==> src/rtl/jump_search_sorted_table_assert.svh <==
// Assertion macros shared by the jump search RTL modules.
`ifndef JUMP_SEARCH_SORTED_TABLE_ASSERT_SVH
`define JUMP_SEARCH_SORTED_TABLE_ASSERT_SVH
`ifndef NO_ASSERTIONS
`define JSS_ASSERT(lbl, prop) \
    lbl: assert property (@(posedge clk) disable iff (!rst_n) prop) \
        else $error("jss assertion failed");
`define JSS_NEVER(lbl, cond) \
    lbl: assert property (@(posedge clk) disable iff (!rst_n) !(cond)) \
        else $error("jss forbidden condition seen");
`else
`define JSS_ASSERT(lbl, prop)
`define JSS_NEVER(lbl, cond)
`endif
`endif

==> src/rtl/jss_pkg.sv <==
// Shared widths, codes and controller/datapath interface types.
`default_nettype none
package jss_pkg;

    localparam int TABLE_DEPTH_DEF = 256;
    localparam int CFG_W           = 9;
    localparam int IDX_W           = 8;
    localparam int VAL_W           = 32;
    localparam int IN_DW           = 72;
    localparam int OUT_DW          = 48;

    localparam logic KIND_LOAD   = 1'b0;
    localparam logic KIND_SEARCH = 1'b1;

    typedef struct packed {
        logic load_we;
        logic start;
        logic sqrt_step;
        logic jump;
        logic scan_init;
        logic scan_next;
        logic emit_jump;
        logic emit_scan;
        logic addr_scan;
    } jss_cmd_t;

    typedef struct packed {
        logic sqrt_done;
        logic can_jump;
        logic scan_last;
        logic out_free;
    } jss_sts_t;

endpackage
`default_nettype wire

==> src/rtl/jss_ctrl.sv <==
// Sequencer for load and jump search items.
`default_nettype none
`include "jump_search_sorted_table_assert.svh"
module jss_ctrl
    import jss_pkg::*;
(
    input  wire logic     clk,
    input  wire logic     rst_n,
    input  wire logic     s_tvalid,
    output logic          s_tready,
    input  wire logic     s_tuser,
    output jss_cmd_t      cmd,
    input  wire jss_sts_t sts
);

    typedef enum logic [5:0] {
        ST_IDLE   = 6'b000001,
        ST_SQRT   = 6'b000010,
        ST_J_RD   = 6'b000100,
        ST_J_EVAL = 6'b001000,
        ST_S_RD   = 6'b010000,
        ST_S_EVAL = 6'b100000
    } state_t;

    state_t state_reg, state_next;
    logic   jumped_reg, jumped_next;

    assign s_tready = (state_reg == ST_IDLE);

    always_comb
    begin
        state_next  = state_reg;
        jumped_next = jumped_reg;
        cmd         = '0;
        cmd.addr_scan = (state_reg == ST_S_RD) || (state_reg == ST_S_EVAL);
        unique case (state_reg)
            ST_IDLE:
            begin
                if (s_tvalid)
                begin
                    if (s_tuser == KIND_SEARCH)
                    begin
                        cmd.start   = 1'b1;
                        jumped_next = 1'b0;
                        state_next  = ST_SQRT;
                    end
                    else
                    begin
                        cmd.load_we = 1'b1;
                    end
                end
            end
            ST_SQRT:
            begin
                if (sts.sqrt_done)
                    state_next = ST_J_RD;
                else
                    cmd.sqrt_step = 1'b1;
            end
            ST_J_RD:
            begin
                state_next = ST_J_EVAL;
            end
            ST_J_EVAL:
            begin
                // a jump target is reported in the same cycle as the next decision
                if (!jumped_reg || sts.out_free)
                begin
                    cmd.emit_jump = jumped_reg;
                    if (sts.can_jump)
                    begin
                        cmd.jump    = 1'b1;
                        jumped_next = 1'b1;
                        state_next  = ST_J_RD;
                    end
                    else
                    begin
                        cmd.scan_init = 1'b1;
                        state_next    = ST_S_RD;
                    end
                end
            end
            ST_S_RD:
            begin
                state_next = ST_S_EVAL;
            end
            ST_S_EVAL:
            begin
                if (sts.out_free)
                begin
                    cmd.emit_scan = 1'b1;
                    if (sts.scan_last)
                    begin
                        state_next = ST_IDLE;
                    end
                    else
                    begin
                        cmd.scan_next = 1'b1;
                        state_next    = ST_S_RD;
                    end
                end
            end
            default:
            begin
                state_next = ST_IDLE;
            end
        endcase
    end

    always_ff @(posedge clk or negedge rst_n)
    begin
        if (!rst_n)
        begin
            state_reg  <= ST_IDLE;
            jumped_reg <= 1'b0;
        end
        else
        begin
            state_reg  <= state_next;
            jumped_reg <= jumped_next;
        end
    end

    `JSS_ASSERT(a_search_starts_sqrt,
        (state_reg == ST_IDLE && s_tvalid && s_tuser == KIND_SEARCH) |=> state_reg == ST_SQRT)
    `JSS_ASSERT(a_emit_needs_room, (cmd.emit_jump || cmd.emit_scan) |-> sts.out_free)
    `JSS_NEVER(a_single_emit, cmd.emit_jump && cmd.emit_scan)
    `JSS_ASSERT(a_final_returns_idle,
        (state_reg == ST_S_EVAL && sts.out_free && sts.scan_last) |=> state_reg == ST_IDLE)

endmodule
`default_nettype wire

==> config.mk <==
export PLATFORM = sky130hd
export DESIGN_NAME = jss_ctrl
export DESIGN_NICKNAME = d
export VERILOG_FILES = /design/src/rtl/jss_pkg.sv /design/src/rtl/jss_ctrl.sv
export VERILOG_INCLUDE_DIRS = /design/src /design/src/rtl
export SDC_FILE = /design/constraint.sdc
export NUM_CORES = 1
export LEC_CHECK = 0
export BUFFER_PORTS_ARGS = -buffer_cell sky130_fd_sc_hd__buf_2
export CAP_MARGIN = 20
export CORE_AREA = 2 2 39 41
export DETAILED_ROUTE_END_ITERATION = 8
export DIE_AREA = 0 0 41 43
export GPL_ROUTABILITY_DRIVEN = 0
export GPL_TIMING_DRIVEN = 0
export SLEW_MARGIN = 25
export SYNTH_ARGS = -nofsm -noshare
export SYNTH_HDL_FRONTEND = slang
export SYNTH_SLANG_ARGS = --single-unit
==> constraint.sdc <==
create_clock -name clk -period 4 [get_ports clk]
set_input_delay 0.2 -clock clk [delete_from_list [all_inputs] [get_ports clk]]
set_output_delay 0.2 -clock clk [all_outputs]
set_load 0.01 [all_outputs]
==> results of run 1 <==
## critical path: cells and delay by family (launching register included)
kind	cells	cell delay, ps
and+or+nand+nor	2	740
DFF	1	430
buffers and inverters	2	360
## routing by layer
metal  up-vias  share of wire, %
met4         0              0.78
met1       223                47
met3         2               4.6
li1        246                 -
met2        11                48
met5         -                 0
## metrics by stage
step	setup slack (ps)	area (µm²)	cells
floorplan	2350	474	52
detailed placement	2280	579	85
global placement	2270	579	85
finish	2030	616	90
global route	1930	616	90
CTS	2010	616	90
## synth_stat cells
library cell	instances
dfrtp_1	6
nor3_1	3
o211a_1	1
a211o_1	1
a221oi_1	1
nor4_1	3
o21ai_0	1
a21oi_1	2
and3_1	1
or4_1	2
nand2b_1	3
o2bb2ai_1	1
buf_2	1
a32oi_1	1
nand3_1	2
and3b_1	1
o21a_1	2
dfstp_2	1
and2_1	2
inv_1	3
nor4_2	1
xor2_1	1
nor4_4	1
nor2b_1	3
and2b_2	1
nor2_1	5
nand4_1	2
## cell families (layout without fill, tap and decap cells)
family,after synthesis,count (layout)
xor gates and xnor gates,1,1
DFF,7,7
AOI/OAI and AO/OA,10,10
and+or+nand+nor,30,30
buffers and inverters,4,26
## final cells by class
class / instances / share of cell area (%)
timing repair buffer: 18 / 15.4
clock buffer: 4 / 4.27
buffer: 1 / 0.813
tap: 16 / 3.25
sequential: 7 / 28.7
multi-input combinational: 41 / 45.7
inverter: 3 / 1.83
## power breakdown
part / switching (mW) / internal [mW]
Sequential: 0.00344 / 0.0742
Clock: 0.0284 / 0.0382
Combinational: 0.0180 / 0.0142
## worst paths after layout
check	to	slack [ps]	cells after the start
max	cmd[3]	2030	4
min	state_reg[1]	170	2
max reg2reg	state_reg[2]	2440	3
min reg2reg	jumped_reg	520	1
max in group asynchronous	state_reg[0]	3430	2
min in group asynchronous	state_reg[5]	330	2
==> results.py, run 1 <==
metrics = {
    "cells_and_area": {
        "largest_reg_flops": 6,
        "antenna_cells": 0,
        "final_cell_mix": "18 x buf_2, 6 x dfrtp_1, 5 x nor2_1",
        "n_fill_cell": 146,
        "post-route-util_pct": 44.5,
        "drive_gt1_share_pct": 33.8,
        "final-seq-area_um2": 176,
        "area_delta_synth_final_pct": 29.8,
        "finish.net_count": 83,
        "final_common_cell": "buf_2",
        "multi_input_area_um2": 282,
    },
    "route": {
        "ant_nets": 0,
        "drc": 0,
        "wl_um": 1160,
        "dr_total_vias": 482,
        "vias_per_cell": 5.36,
        "drt_pass1_iterations": 4,
        "drt_iter0_markers": 9,
        "wl_per_cell_um": 12.9,
    },
    "yosys": {
        "synth-seq-area-share_pct": 37.2,
        "synth_warnings": 0,
        "syn_area_per_cell_um2": 9.12,
        "synthXorXnorAreaFrac_pct": 1.85,
        "yosysTopAreaCell": "dfrtp_1",
        "synth_mux_area_share_pct": 0,
        "syn-num-nets": 60,
        "synth_top_area_share_pct": 31.7,
        "synth_compound_area_share_pct": 15.8,
        "netlist_top_cells_area": "dfrtp_1 32%, dfstp_2 5.5%, nor4_4 4.5%",
        "ys_types": 27,
        "syn_area_um2": 474,
        "synth_top_family_by_area": "simple AND/OR/NAND/NOR gates",
        "synthAdderAreaFrac_pct": 0,
        "synth_cells": 52,
        "synth-seq-cells": 7,
        "synthSimpleGateAreaFrac_pct": 41.7,
    },
    "sta": {
        "max_slew_margin_pct": 68.4,
        "hold_ws_ps": 174,
        "period_share_pct": 49.2,
        "finalClockSkew_ps": 11.1,
        "worst_pin_slew_ps": 470,
        "hold_viol": 0,
        "min_period_ps": 1970,
        "tns_ps": 0,
        "max_freq_ghz": 0.508,
        "maxSlewViolCount": 0,
        "setup_violations": 0,
        "rsz0062_at_grt": "no",
    },
    "global_route": {
        "grt_use_met2_pct": 21.9,
        "use_met1_pct": 23.6,
        "grt_use_met3_pct": 3.14,
        "grt_first_pass_wirelength_um": 1940,
        "grt_max_degree": 8,
        "gr-usage-all-layers_pct": 16.5,
        "gr-total-overflow": 0,
        "grt_busiest_layer": "met1",
        "grt_pass1_vias": 438,
        "antenna_found_initial": 0,
    },
    "min_path": {
        "holdCritStartpoint": "sts[3]",
        "hold_class": "in2reg",
    },
    "clocking": {
        "htree_levels": 1,
        "post_cts_resized": 0,
        "hold_buffers": 1,
        "cts_setup_buffers": 0,
        "cts_tree": "yes",
        "clockBufferDepth": 2,
        "insertion_delay_ps": 260,
        "clock-sinks": 7,
        "cts_buffers": 3,
        "cts_root_buffer": "clkbuf_4",
        "clk_pin_slew_worst_paths_ps": 50,
    },
    "worst_setup_path": {
        "path_class": "reg2out",
        "critPathCaptureType": "primary output",
        "worst_path_most_repeated_cell": "buf_2",
        "crit_chain": "or4_1 > buf_2 > nor4_4 > buf_2",
        "cp_slowest_stage_delay_ps": 500,
        "startpoint_type": "flip-flop",
        "slowest_stage": "or4_1",
        "worstPathRequired_ps": 3800,
        "rr_startpoint": "state_reg[4]",
        "critPathMaxFanout": 7,
        "crit_arrival_ps": 1770,
        "cp-startpoint": "state_reg[1]",
    },
    "floorplanning": {
        "start_util_pct": 34.3,
        "core_area_um2": 1380,
        "fp.dieArea_um2": 1760,
        "die_w_um": 41,
        "rows": 14,
        "boundaryPins": 18,
        "die_h_um": 43,
    },
    "outcome": {
        "outcome": "finished clean",
    },
    "power": {
        "power_density_nw_per_um2": 287,
        "p_leak_nw": 0.312,
        "p_total_uw": 176,
        "ir_worst_vdd_uv": 143,
    },
    "placement": {
        "hpwl_um": 875,
        "io_buffer_count": 17,
    },
    "run": {
        "maxCapViolCount": 0,
    },
}
(Power assumes the default switching activity.)
==> inputs of run 2 (changes only) <==
Clock period 4 ns to 1.91 ns, I/O delays scaled along.
==> run 2 against run 1 <==
  * Clock power grew 110%
  * Via count rose by 2.3%
  * Register-to-register slack worse by 2200 ps
  * Routed wire length increased by 4.4%
  * Setup slack got worse by 2000 ps
  * First-iteration DRC count down 22%
  * Final area rose by 6.5%
  * Die area did not move
  * Sequential share of layout area fell by 1.4 points
==> results.py, run 2 (same netlist as run 1, synthesis figures left out) <==
metrics = {
    "clocking": {
        "insertion_delay_ps": 260,
        "cts_root_buffer": "clkbuf_4",
        "clock-sinks": 7,
        "cts_tree": "yes",
        "htree_levels": 1,
        "clockBufferDepth": 2,
        "cts_buffers": 3,
        "clk_pin_slew_worst_paths_ps": 50,
    },
    "worst_setup_path": {
        "critPathCaptureType": "primary output",
        "path_class": "reg2out",
        "critPathMaxFanout": 6,
        "reg2regPathDepth": 5,
        "crit_arrival_ps": 1790,
        "worstPathRequired_ps": 1810,
        "startpoint_type": "flip-flop",
        "r2r_slack_ps": 260,
    },
    "floorplanning": {
        "fp.dieArea_um2": 1760,
        "boundaryPins": 18,
        "core_area_um2": 1380,
        "die_w_um": 41,
        "start_util_pct": 34.3,
        "rows": 14,
        "die_h_um": 43,
    },
    "route": {
        "drt_pass1_iterations": 2,
        "wl_met3_um": 50,
        "wl_per_cell_um": 13.1,
        "wl_um": 1210,
        "vias_per_cell": 5.36,
        "wl_met1_um": 557,
        "drc": 0,
        "drt_iter0_markers": 7,
        "ant_nets": 0,
        "dr_total_vias": 493,
        "wl_met2_um": 592,
        "routed.top_layer": "met4",
    },
    "cells_and_area": {
        "area_delta_synth_final_pct": 38.3,
        "final_cell_mix": "17 x buf_2, 5 x nor2_1, 4 x dfrtp_1",
        "fin_cells": 92,
        "largest_reg_flops": 6,
        "finish.net_count": 85,
        "antenna_cells": 0,
        "final_common_cell": "buf_2",
        "post-route-util_pct": 47.4,
        "final_area_um2": 656,
        "drive_gt1_share_pct": 40.8,
    },
    "sta": {
        "max_slew_margin_pct": 73.0,
        "finalClockSkew_ps": 10.3,
        "hold_viol": 0,
        "rsz0062_at_grt": "yes",
        "max_freq_ghz": 0.530,
        "period_share_pct": 98.9,
        "maxSlewViolCount": 0,
        "setup_violations": 0,
        "min_period_ps": 1890,
        "worst_pin_slew_ps": 402,
    },
    "power": {
        "p_total_uw": 385,
        "p_leak_nw": 0.331,
        "power_density_nw_per_um2": 587,
        "ir_worst_vdd_uv": 303,
    },
    "run": {
        "maxCapViolCount": 0,
    },
    "global_route": {
        "grt_first_pass_wirelength_um": 1940,
        "grt_max_degree": 8,
        "antenna_found_initial": 0,
        "gr-usage-all-layers_pct": 16.5,
        "gr-total-overflow": 0,
        "grt_pass1_vias": 438,
    },
    "outcome": {
        "outcome": "finished clean",
    },
    "placement": {
        "place_area_um2": 579,
        "hpwl_um": 875,
        "io_buffer_count": 17,
        "place_inst": 85,
    },
    "min_path": {
        "hold_class": "in2reg",
        "whs_path_depth": 2,
    },
}
## run 2: cell count changes in the layout (fill, tap and decap cells not counted), sizes merged
cell	previous run	this run
buf	18	20
## run 2: repair_timing
action | CTS | global route
gates resized for setup | 0 | 8
endpoints found under the hold margin | 7 | 0
hold buffers | 1 | 0
setup endpoints to repair | 0 | 4
setup buffers | 0 | 2
## run 2: final timing paths
check                                   from      endpoint
worst max-delay path            state_reg[2]        cmd[3]
worst min-delay path                  sts[3]  state_reg[1]
worst max register to register  state_reg[2]  state_reg[4]
worst min register to register    jumped_reg    jumped_reg
max in group asynchronous              rst_n  state_reg[0]
min in group asynchronous              rst_n  state_reg[5]
## run 2: metal layers
metal,GRT usage [%],up-vias
li1,-,249
met1,23.6,231
met2,21.9,11
met3,3.14,2
met4,10.0,0
met5,0,-
## run 2: through the flow
| step | TNS (ps) | hold slack (ps) | setup WS (ps) |
|---|---|---|---|
| 2_1_floorplan | 0 | -200 | 363 |
| 3_3_place_gp | 0 | -55.5 | 286 |
| 3_5_place_dp | 0 | -50.4 | 298 |
| 4_1_cts | 0 | 64.6 | 20.6 |
| 5_1_grt | -21.0 | 119 | -21.0 |
| 6_report | 0 | 68.3 | 21.5 |
## run 2: area by class of cell
cell class,instances,area [µm²]
clock buffer,4,26.3
buffer,1,11.3
sequential,7,179
fill,143,728
inverter,3,11.3
tap,16,20.0
timing repair buffer,20,110
multi-input combinational,41,298
## run 2: report_power, final
part	switching, mW	total, mW	internal (mW)
Clock	0.0617	0.142	0.0802
Sequential	0.00679	0.163	0.156
Combinational	0.0410	0.0805	0.0395
## run 2: critical path, cell delays in order, from the launching register on
cell	delay (ps)
dfrtp_2	450
or4_4	490
buf_6	150
nor4_4	280
buf_2	170
==> inputs of run 3 (changes only) <==
Settings changed: RECOVER_POWER set to 100.
==> run 3 against run 2 <==
  * Combinational power down 0.5%
  * Utilization shrank 0.090 points
  * Critical path depth is the same
  * Die area is the same
  * Clock skew about the same
==> results.py, run 3 (same netlist as run 1, synthesis figures left out) <==
metrics = {
    "route": {
        "vias_per_cell": 5.38,
        "drt_pass1_iterations": 2,
        "dr_total_vias": 495,
        "wl_per_cell_um": 13.1,
        "wl_um": 1200,
        "drc": 0,
        "drt_iter0_markers": 7,
        "ant_nets": 0,
    },
    "sta": {
        "worst_pin_slew_ps": 445,
        "tns_ps": 0,
        "period_share_pct": 98.9,
        "max_slew_margin_pct": 70.3,
        "maxSlewViolCount": 0,
        "layout_setup_ws_ps": 21.7,
        "min_period_ps": 1890,
        "hold_viol": 0,
        "setup_violations": 0,
        "finalClockSkew_ps": 10.2,
        "rsz0062_at_grt": "yes",
        "max_freq_ghz": 0.530,
    },
    "floorplanning": {
        "rows": 14,
        "boundaryPins": 18,
        "fp.dieArea_um2": 1760,
        "die_h_um": 43,
        "core_area_um2": 1380,
        "die_w_um": 41,
        "start_util_pct": 34.3,
    },
    "global_route": {
        "grt_first_pass_wirelength_um": 1940,
        "grt_pass1_vias": 438,
        "gr-total-overflow": 0,
        "gr-usage-all-layers_pct": 16.5,
        "grt_max_degree": 8,
        "antenna_found_initial": 0,
    },
    "worst_setup_path": {
        "path_class": "reg2out",
        "critPathMaxFanout": 6,
        "cp_slowest_stage_delay_ps": 490,
        "crit_family": "simple AND/OR/NAND/NOR gates",
        "critPathCaptureType": "primary output",
        "startpoint_type": "flip-flop",
        "crit_chain": "or4_4 > buf_6 > nor4_4 > buf_2",
        "worstPathRequired_ps": 1810,
        "slowest_stage": "or4_4",
        "crit_arrival_ps": 1790,
        "path_buf_inv": 2,
    },
    "cells_and_area": {
        "largest_reg_flops": 6,
        "n_fill_cell": 144,
        "drive_gt1_share_pct": 39.5,
        "area_delta_synth_final_pct": 38.0,
        "multi_input_area_um2": 298,
        "final-seq-area_um2": 179,
        "antenna_cells": 0,
        "final_common_cell": "buf_2",
        "final_area_um2": 654,
        "final_cell_mix": "16 x buf_2, 5 x nor2_1, 4 x dfrtp_1",
        "finish.net_count": 85,
        "post-route-util_pct": 47.3,
    },
    "min_path": {
        "hold_class": "in2reg",
    },
    "clocking": {
        "clock-sinks": 7,
        "cts_buffers": 3,
        "htree_levels": 1,
        "clockBufferDepth": 2,
        "cts_root_buffer": "clkbuf_4",
        "clk_pin_slew_worst_paths_ps": 50,
        "insertion_delay_ps": 260,
        "cts_tree": "yes",
    },
    "power": {
        "pwr-share-seq_pct": 42.3,
        "p_total_uw": 384,
        "power.internal_uw": 275,
        "power_density_nw_per_um2": 588,
        "p_leak_nw": 0.328,
        "p_clk_share_pct": 36.9,
        "power_frac_comb_pct": 20.8,
        "ir_worst_vdd_uv": 303,
        "switching_share_pct": 28.4,
        "power.switching_uw": 109,
    },
    "placement": {
        "place_ws_ps": 298,
        "place_area_um2": 579,
        "io_buffer_count": 17,
        "hpwl_um": 875,
    },
    "outcome": {
        "outcome": "finished clean",
    },
    "run": {
        "maxCapViolCount": 0,
    },
}
[run 3: metrics by stage]
stage | instances | hold slack, ps
after floorplan | 52 | -200
after global placement | 85 | -55.5
after detailed placement | 85 | -50.4
after CTS | 90 | 64.6
after global routing | 92 | 119
final | 92 | 68.3
[run 3: worst paths after layout]
path / slack [ps] / cells after the start / from / to
worst min-delay path: 70 / 2 / sts[3] / state_reg[1]
worst max register to register: 260 / 5 / state_reg[2] / state_reg[4]
max in group asynchronous: 1260 / 2 / rst_n / state_reg[1]
worst max-delay path: 20 / 4 / state_reg[2] / cmd[3]
worst min register to register: 530 / 1 / jumped_reg / jumped_reg
min in group asynchronous: 300 / 2 / rst_n / state_reg[5]
[run 3: cell type report]
type,count,area share [%]
buffer,1,1.72
clock buffer,4,4.02
inverter,3,1.72
multi-input combinational,41,45.5
sequential,7,27.3
tap,16,3.06
timing repair buffer,20,16.6
[run 3: routing by layer]
metal	GRT usage, %	part of all wire (%)	up-vias
met2	21.9	49	11
met1	23.6	46	232
met3	3.14	4.2	2
met5	0	0	-
met4	10.0	0.75	0
li1	-	-	250
[run 3: timing repair]
action | in CTS | in global routing
setup buffers | 0 | 2
hold buffers | 1 | 0
endpoints found under the setup margin | 0 | 4
gates resized for setup | 0 | 8
endpoints found under the hold margin | 7 | 0
[run 3: power groups by stage]
| stage | clock [mW] | combinational (mW) | sequential, mW |
|---|---|---|---|
| after global placement | 0 | 0.0653 | 0.165 |
| final | 0.142 | 0.0801 | 0.163 |
| after CTS | 0.144 | 0.0678 | 0.162 |
| after floorplan | 0 | 0.0397 | 0.163 |
| after global routing | 0.150 | 0.0888 | 0.163 |
| after detailed placement | 0 | 0.0663 | 0.165 |
